<file path="src/rtl/nbq_pkg.sv">
// package for the n-best score queue: sizes, codes and request/result types
`timescale 1ns / 1ps

package nbq_pkg;

    localparam int DEPTH_N = 16;
    localparam int IDX_W   = (DEPTH_N > 1) ? $clog2(DEPTH_N) : 1;
    localparam int CNT_W   = $clog2(DEPTH_N + 1);

    localparam logic OP_INSERT = 1'b0;
    localparam logic OP_POP    = 1'b1;

    localparam logic [2:0] ST_INSERTED = 3'd0;
    localparam logic [2:0] ST_REPLACED = 3'd1;
    localparam logic [2:0] ST_DROPPED  = 3'd2;
    localparam logic [2:0] ST_POPPED   = 3'd3;
    localparam logic [2:0] ST_EMPTY    = 3'd4;

    typedef struct packed {
        logic        opcode;
        logic [31:0] score;
        logic [31:0] payload;
    } req_t;

    typedef struct packed {
        logic [2:0]  status;
        logic [31:0] out_score;
        logic [31:0] out_payload;
        logic [4:0]  occupancy;
    } rsp_t;

endpackage

</file>
<file path="src/rtl/n_best_score_queue_unit.sv">
// n-best score queue: slot store, one-pass scanner and control sequencer
// insert into a non-full store: result strobe in the cycle after the request, busy stays low
// replacing insert or pop: one scan pass through S_SCAN, then one S_FINISH state,
// with the result strobe registered out of S_FINISH
// dropped insert or pop of an empty store: result strobe in the cycle after the request
// throughput: one request per cycle without a scan; a scan holds busy high until it ends;
// the receiver cannot stall. reset clears valid bits, count and worst mark, not slot contents
`timescale 1ns / 1ps

module n_best_score_queue_unit (
    input  logic          clk,
    input  logic          rst_n,
    input  logic          start,
    output logic          busy,
    input  nbq_pkg::req_t request,
    output logic          done,
    output nbq_pkg::rsp_t result
);

    typedef enum logic [1:0] {
        S_IDLE,
        S_SCAN,
        S_FINISH
    } state_t;

    state_t state_reg;

    logic [31:0] score_mem   [nbq_pkg::DEPTH_N];
    logic [31:0] payload_mem [nbq_pkg::DEPTH_N];

    logic [nbq_pkg::DEPTH_N-1:0] valid_reg;
    logic [nbq_pkg::CNT_W-1:0]   count_reg;
    logic [31:0]                 worst_score_reg;
    logic [nbq_pkg::IDX_W-1:0]   worst_slot_reg;
    logic                        op_reg;
    logic [nbq_pkg::CNT_W-1:0]   step_reg;
    logic                        done_reg;
    nbq_pkg::rsp_t               result_reg;

    // scan trackers
    logic                      max_found_reg;
    logic [31:0]               max_score_reg;
    logic [31:0]               max_payload_reg;
    logic [nbq_pkg::IDX_W-1:0] max_idx_reg;
    logic                      min_found_reg;
    logic [31:0]               min_score_reg;
    logic [nbq_pkg::IDX_W-1:0] min_idx_reg;

    logic [31:0] rd_score_reg;
    logic [31:0] rd_payload_reg;

    logic                      accept;
    logic                      is_full;
    logic [nbq_pkg::IDX_W-1:0] free_slot;
    logic [nbq_pkg::CNT_W-1:0] count_inc;
    logic [nbq_pkg::CNT_W-1:0] count_dec;
    logic [nbq_pkg::CNT_W-1:0] prev_step;
    logic [nbq_pkg::IDX_W-1:0] cmp_idx;
    logic                      cmp_live;
    logic [nbq_pkg::IDX_W-1:0] rd_addr;
    logic                      mem_we;
    logic [nbq_pkg::IDX_W-1:0] wr_addr;
    logic                      done_next;

    assign busy      = (state_reg != S_IDLE);
    assign accept    = start && !busy;
    assign is_full   = (count_reg == nbq_pkg::CNT_W'(nbq_pkg::DEPTH_N));
    assign count_inc = count_reg + nbq_pkg::CNT_W'(1);
    assign count_dec = count_reg - nbq_pkg::CNT_W'(1);
    assign prev_step = step_reg - nbq_pkg::CNT_W'(1);
    assign cmp_idx   = prev_step[nbq_pkg::IDX_W-1:0];
    assign cmp_live  = valid_reg[cmp_idx];
    assign done      = done_reg;
    assign result    = result_reg;

    // lowest free slot
    always_comb
    begin
        free_slot = '0;
        for (int i = nbq_pkg::DEPTH_N - 1; i >= 0; i--)
        begin
            if (!valid_reg[i])
            begin
                free_slot = nbq_pkg::IDX_W'(i);
            end
        end
    end

    always_comb
    begin
        mem_we    = 1'b0;
        wr_addr   = free_slot;
        done_next = 1'b0;
        if (accept)
        begin
            if (request.opcode == nbq_pkg::OP_INSERT)
            begin
                if (!is_full)
                begin
                    mem_we    = 1'b1;
                    done_next = 1'b1;
                end
                else if (request.score > worst_score_reg)
                begin
                    mem_we  = 1'b1;
                    wr_addr = worst_slot_reg;
                end
                else
                begin
                    done_next = 1'b1;
                end
            end
            else if (count_reg == '0)
            begin
                done_next = 1'b1;
            end
        end
        if (state_reg == S_FINISH)
        begin
            done_next = 1'b1;
        end
        if (step_reg < nbq_pkg::CNT_W'(nbq_pkg::DEPTH_N))
        begin
            rd_addr = step_reg[nbq_pkg::IDX_W-1:0];
        end
        else
        begin
            rd_addr = '0;
        end
    end

    always_ff @(posedge clk)
    begin
        if (mem_we)
        begin
            score_mem[wr_addr]   <= request.score;
            payload_mem[wr_addr] <= request.payload;
        end
        rd_score_reg   <= score_mem[rd_addr];
        rd_payload_reg <= payload_mem[rd_addr];
    end

    always_ff @(posedge clk or negedge rst_n)
    begin
        if (!rst_n)
        begin
            state_reg       <= S_IDLE;
            valid_reg       <= '0;
            count_reg       <= '0;
            worst_score_reg <= '0;
            worst_slot_reg  <= '0;
            op_reg          <= nbq_pkg::OP_INSERT;
            step_reg        <= '0;
            done_reg        <= 1'b0;
            result_reg      <= '0;
            max_found_reg   <= 1'b0;
            max_score_reg   <= '0;
            max_payload_reg <= '0;
            max_idx_reg     <= '0;
            min_found_reg   <= 1'b0;
            min_score_reg   <= '0;
            min_idx_reg     <= '0;
        end
        else
        begin
            done_reg <= done_next;
            case (state_reg)
                S_IDLE:
                begin
                    if (start)
                    begin
                        op_reg        <= request.opcode;
                        step_reg      <= '0;
                        max_found_reg <= 1'b0;
                        min_found_reg <= 1'b0;
                        if (request.opcode == nbq_pkg::OP_INSERT)
                        begin
                            if (!is_full)
                            begin
                                valid_reg[free_slot] <= 1'b1;
                                count_reg            <= count_inc;
                                if (count_reg == '0 || request.score < worst_score_reg)
                                begin
                                    worst_score_reg <= request.score;
                                    worst_slot_reg  <= free_slot;
                                end
                                result_reg <= '{nbq_pkg::ST_INSERTED, 32'd0, 32'd0,
                                                5'(count_inc)};
                            end
                            else if (request.score > worst_score_reg)
                            begin
                                state_reg <= S_SCAN;
                            end
                            else
                            begin
                                result_reg <= '{nbq_pkg::ST_DROPPED, 32'd0, 32'd0,
                                                5'(count_reg)};
                            end
                        end
                        else if (count_reg == '0)
                        begin
                            result_reg <= '{nbq_pkg::ST_EMPTY, 32'd0, 32'd0, 5'(count_reg)};
                        end
                        else
                        begin
                            state_reg <= S_SCAN;
                        end
                    end
                end

                S_SCAN:
                begin
                    step_reg <= step_reg + nbq_pkg::CNT_W'(1);
                    // read data is registered, so the slot compared is the one addressed at the previous step
                    if (step_reg != '0 && cmp_live)
                    begin
                        if (!max_found_reg || rd_score_reg >= max_score_reg)
                        begin
                            max_found_reg   <= 1'b1;
                            max_score_reg   <= rd_score_reg;
                            max_payload_reg <= rd_payload_reg;
                            max_idx_reg     <= cmp_idx;
                        end
                        if (!min_found_reg || rd_score_reg < min_score_reg)
                        begin
                            min_found_reg <= 1'b1;
                            min_score_reg <= rd_score_reg;
                            min_idx_reg   <= cmp_idx;
                        end
                    end
                    if (step_reg == nbq_pkg::CNT_W'(nbq_pkg::DEPTH_N))
                    begin
                        state_reg <= S_FINISH;
                    end
                end

                S_FINISH:
                begin
                    state_reg <= S_IDLE;
                    if (op_reg == nbq_pkg::OP_POP)
                    begin
                        valid_reg[max_idx_reg] <= 1'b0;
                        count_reg              <= count_dec;
                        // min and max land on one slot only when it was the last entry
                        if (min_found_reg && min_idx_reg != max_idx_reg)
                        begin
                            worst_score_reg <= min_score_reg;
                            worst_slot_reg  <= min_idx_reg;
                        end
                        else
                        begin
                            worst_score_reg <= '0;
                            worst_slot_reg  <= '0;
                        end
                        result_reg <= '{nbq_pkg::ST_POPPED, max_score_reg, max_payload_reg,
                                        5'(count_dec)};
                    end
                    else
                    begin
                        worst_score_reg <= min_score_reg;
                        worst_slot_reg  <= min_idx_reg;
                        result_reg      <= '{nbq_pkg::ST_REPLACED, 32'd0, 32'd0,
                                             5'(count_reg)};
                    end
                end

                default:
                begin
                    state_reg <= S_IDLE;
                end
            endcase
        end
    end

endmodule
</file>
<file path="config.mk">
export PLATFORM = sky130hd
export DESIGN_NAME = n_best_score_queue_unit
export DESIGN_NICKNAME = d
export VERILOG_FILES = /design/src/rtl/nbq_pkg.sv /design/src/rtl/n_best_score_queue_unit.sv
export SDC_FILE = /design/constraint.sdc
export NUM_CORES = 2
export LEC_CHECK = 0
export ABC_AREA = 1
export BUFFER_PORTS_ARGS = -buffer_cell sky130_fd_sc_hd__clkbuf_2
export CAP_MARGIN = 20
export CORE_ASPECT_RATIO = 1.2
export CORE_MARGIN = 10
export CORE_UTILIZATION = 43
export CTS_BUF_LIST = sky130_fd_sc_hd__clkbuf_16
export CTS_CLUSTER_DIAMETER = 120
export DETAILED_ROUTE_END_ITERATION = 10
export SLEW_MARGIN = 5
export SYNTH_ARGS = -nofsm -noshare
export SYNTH_HDL_FRONTEND = slang
export SYNTH_SLANG_ARGS = --single-unit
</file>
<file path="constraint.sdc">
create_clock -name clk -period 5.2 [get_ports clk]
set_clock_uncertainty 0.2 [all_clocks]
set_input_delay 0.52 -clock clk [delete_from_list [all_inputs] [get_ports clk]]
set_output_delay 0.52 -clock clk [all_outputs]
set_load 0.01 [all_outputs]
</file>
==> summary.txt <==
Place
  – RePlAce Congestion: 0.8320
  – Post-place setup slack: 0.6640 ns
  – HPWL Detailed: 87.35 mm
  – Placed Instance Area: 57470 sq um
  – Port Buffers: 141

Pwr
  – Psw: 0.01369 W
  – Gate power share: 34.4%
  – Pint: 0.02177 W
  – Sw frac: 38.60%
  – Worst VDD drop: 0.5568 mV
  – Leakage power: 23.16 nW
  – Clock share of power: 26.2%
  – Seq pwr share: 39.4%
  – PwrDens: 573.5 nW/um^2

Clock tree
  – CTS root buf: clkbuf_16
  – CTS max path bufs: 3
  – CTS clk-pin slew, worst paths: 0.06 ns
  – Cts hold-fix bufs: 17
  – H-tree depth reported by CTS: 4
  – Post-CTS setup buffers: 0
  – Total clock sinks: 1332
  – Total CTS buffers: 137
  – Post-CTS Resized: 0
  – Worst skew pair latency: 0.78 ns
  – CTS tree: done

Synthesis
  – Post-synthesis sequential area ratio: 70.18%
  – Ys flop type: edfxtp_1
  – Distinct cells, synth: 54
  – Ys Warns: 0
  – Post-Syn Nets: 4843
  – Top-count cell post-synth: nor2_1
  – Asr flop ratio synth: 18.32%
  – Netlist Area Pre-Place: 54340 sq um
  – Most frequent cells after synthesis: 1103 x nor2_1, 1024 x edfxtp_1, 519 x nand2_1
  – Yosys top cell area share: 56.59%
  – Dominant cell type by area after synthesis: edfxtp_1
  – Syn avg cell area: 11.63 sq um
  – Number of flops mapped to enable cells by yosys: 1024
  – Post-Syn Instances: 4674
  – Synth Register Bits: 1332
  – Top cells by area, synth: edfxtp_1 57%, dfrtp_1 11%, nor2_1 7.6%

Critical path
  – Critical path depth in cells: 13
  – Worst-case reg-to-reg path depth: 14
  – Slowest cell on the critical path: dlygate4sd3_1
  – Worst-path fanout max: 39
  – Crit path max-delay family: simple AND/OR/NAND/NOR gates
  – Crit path arrival time: 4.46 ns
  – CP Launch Type: primary input
  – Critical Path RT: 5.43 ns
  – Crit end category: register
  – R2r setup slk: 1.07 ns
  – Buf+Inv Stages, Crit Path: 4
  – Crit path kind: primary input to register
  – Crit-path max cell delay: 0.59 ns
  – Worst-path cell chain: dlygate4sd3_1, clkbuf_2, ha_1, nand4_1, nor4_2, buf_4, nand2_1, nand2_1, nand4_1, o21ai_1, nand3_1, nor2_4, buf_12

Status
  – Status: finished, final reports clean

Global route
  – Total gr overflow: 0
  – Initial antenna violation count: 9
  – Largest net degree at the start of global routing: 171
  – First-pass GRT wire length: 228.4 mm
  – Vias in the first global route: 36.04k
  – GRT Total Usage: 21.08%

Timing
  – Pins Over Slew Limit: 0
  – Fin crit period: 4.228 ns
  – Setup-failing EPs final: 0
  – Fmax: 236.5 MHz
  – Final Cycle Share: 81.30%
  – Rel. slew slack: 35.48%
  – Final hold vios: 0
  – Final worst slack: 0.9725 ns
  – Worst Max-Slew Pin Slew: 0.9678 ns
  – Final Hold Slack: 0.03652 ns
  – RSZ-0062 raised after global routing: false

Worst hold path
  – Worst Hold Path Cells: 1
  – Hold Crit Class: primary input to register

Floorplan
  – Die Span Y: 409.4 um
  – Die area: 141100 sq um
  – Rows: 142
  – Die width: 344.5 um
  – I/O pin count: 142
  – Initial core utilization: 43.38%
  – CORE AREA: 125300 sq um

Layout
  – Final nets: 4964
  – Final instance area: 61830 sq um
  – Area Overhead vs Synth: 13.78%
  – Share of layout cells above drive strength 1: 9.766%

Detailed routing
  – DR vias/cell: 5.581
  – Detailed Route WL: 151.4 mm
  – Initial DRT Pass Iterations: 5
  – ANT nets after route: 0
  – Vias: 36.63k
  – Residual DRC: 0
  – Post-DR wirelength/cell: 23.07 um
  – DRT iter0 DRCs: 3418

Flow run
  – MaxCap Viol Count: 0
[worst paths after layout]
check	from	to
min in group asynchronous	rst_n	result[42]
setup / recovery	request[51]	payload_mem[8][29]
max in group asynchronous	rst_n	max_score_reg[27]
setup reg to reg	worst_score_reg[31]	payload_mem[8][29]
hold reg to reg	rd_payload_reg[4]	max_payload_reg[4]
hold / removal	request[32]	score_mem[4][0]
[through the flow]
stage | util (%) | setup TNS (ns) | total power (W) | std cells
floorplan | - | -181.02 | 0.02172 | 4674
global route | 49.36 | 0 | 0.03764 | 6563
CTS | 49.36 | 0 | 0.03569 | 6561
global placement | 45.88 | 0 | 0.02622 | 6295
detailed placement | 45.88 | 0 | 0.02640 | 6295
finish | 49.36 | 0 | 0.03546 | 6563
[cell families (layout without fill, tap and decap cells)]
group	count (synthesis)	in the layout	share of synthesized area, %
xor gates and xnor gates	15	15	0.2694
buffers and inverters	459	690	3.368
DFF	1332	1332	70.18
adders and majority gates	101	101	2.325
other	0	2	0
AOI/OAI and AO/OA	800	800	9.350
muxes	1	1	0.01842
and+or+nand+nor	1966	1966	14.49
[final cells by class]
class / instances / area [sq um]
fill: 11060 / 63420
clock inverter: 107 / 636.9
antenna: 2 / 5.005
inverter: 179 / 699.4
tap: 1656 / 2072
multi-input combinational: 2883 / 14550
timing repair buffer: 262 / 2180
clock buffer: 142 / 3553
sequential: 1332 / 38140
[power by group through the flow]
stage | clock (W) | sequential, W | combinational (W)
floorplan | 0 | 0.0141 | 0.00763
global placement | 0 | 0.0141 | 0.0121
detailed placement | 0 | 0.0142 | 0.0122
CTS | 0.00945 | 0.0140 | 0.0123
global route | 0.00988 | 0.0141 | 0.0136
finish | 0.00929 | 0.0140 | 0.0122
[routing by layer]
| layer | GRT usage (%) | wire length, um | share of wire [%] |
|---|---|---|---|
| met1 | 28.86 | 65630 | 43 |
| met2 | 34.23 | 72930 | 48 |
| met3 | 3.538 | 9155 | 6.0 |
| met4 | 6.178 | 3662 | 2.4 |
| met5 | 0 | 34 | 0.022 |
[placed cells by master (no fill, tap or decap), types with 4 or more instances in the layout]
| cell type | count |
|---|---|
| nor2_1 | 1083 |
| edfxtp_1 | 1024 |
| nand2_1 | 518 |
| o21ai_0 | 383 |
| nand3_1 | 270 |
| o311ai_0 | 257 |
| dfrtp_1 | 243 |
| inv_1 | 205 |
| clkbuf_16 | 142 |
| clkbuf_2 | 140 |
| a21oi_1 | 104 |
| ha_1 | 101 |
| dfxtp_1 | 64 |
| buf_4 | 63 |
| nor3_1 | 42 |
| buf_12 | 41 |
| clkinv_1 | 31 |
| nor2_4 | 23 |
| nand4_1 | 17 |
| dlygate4sd3_1 | 17 |
| o21ai_1 | 16 |
| clkinv_2 | 12 |
| inv_2 | 10 |
| inv_6 | 10 |
| xor2_1 | 10 |
| a31oi_1 | 6 |
| o211ai_1 | 6 |
| o22ai_1 | 5 |
| bufinv_16 | 5 |
| clkinv_4 | 5 |
| nor2_2 | 4 |
| inv_4 | 4 |
| a22oi_1 | 4 |
(Power assumes the default switching activity.)
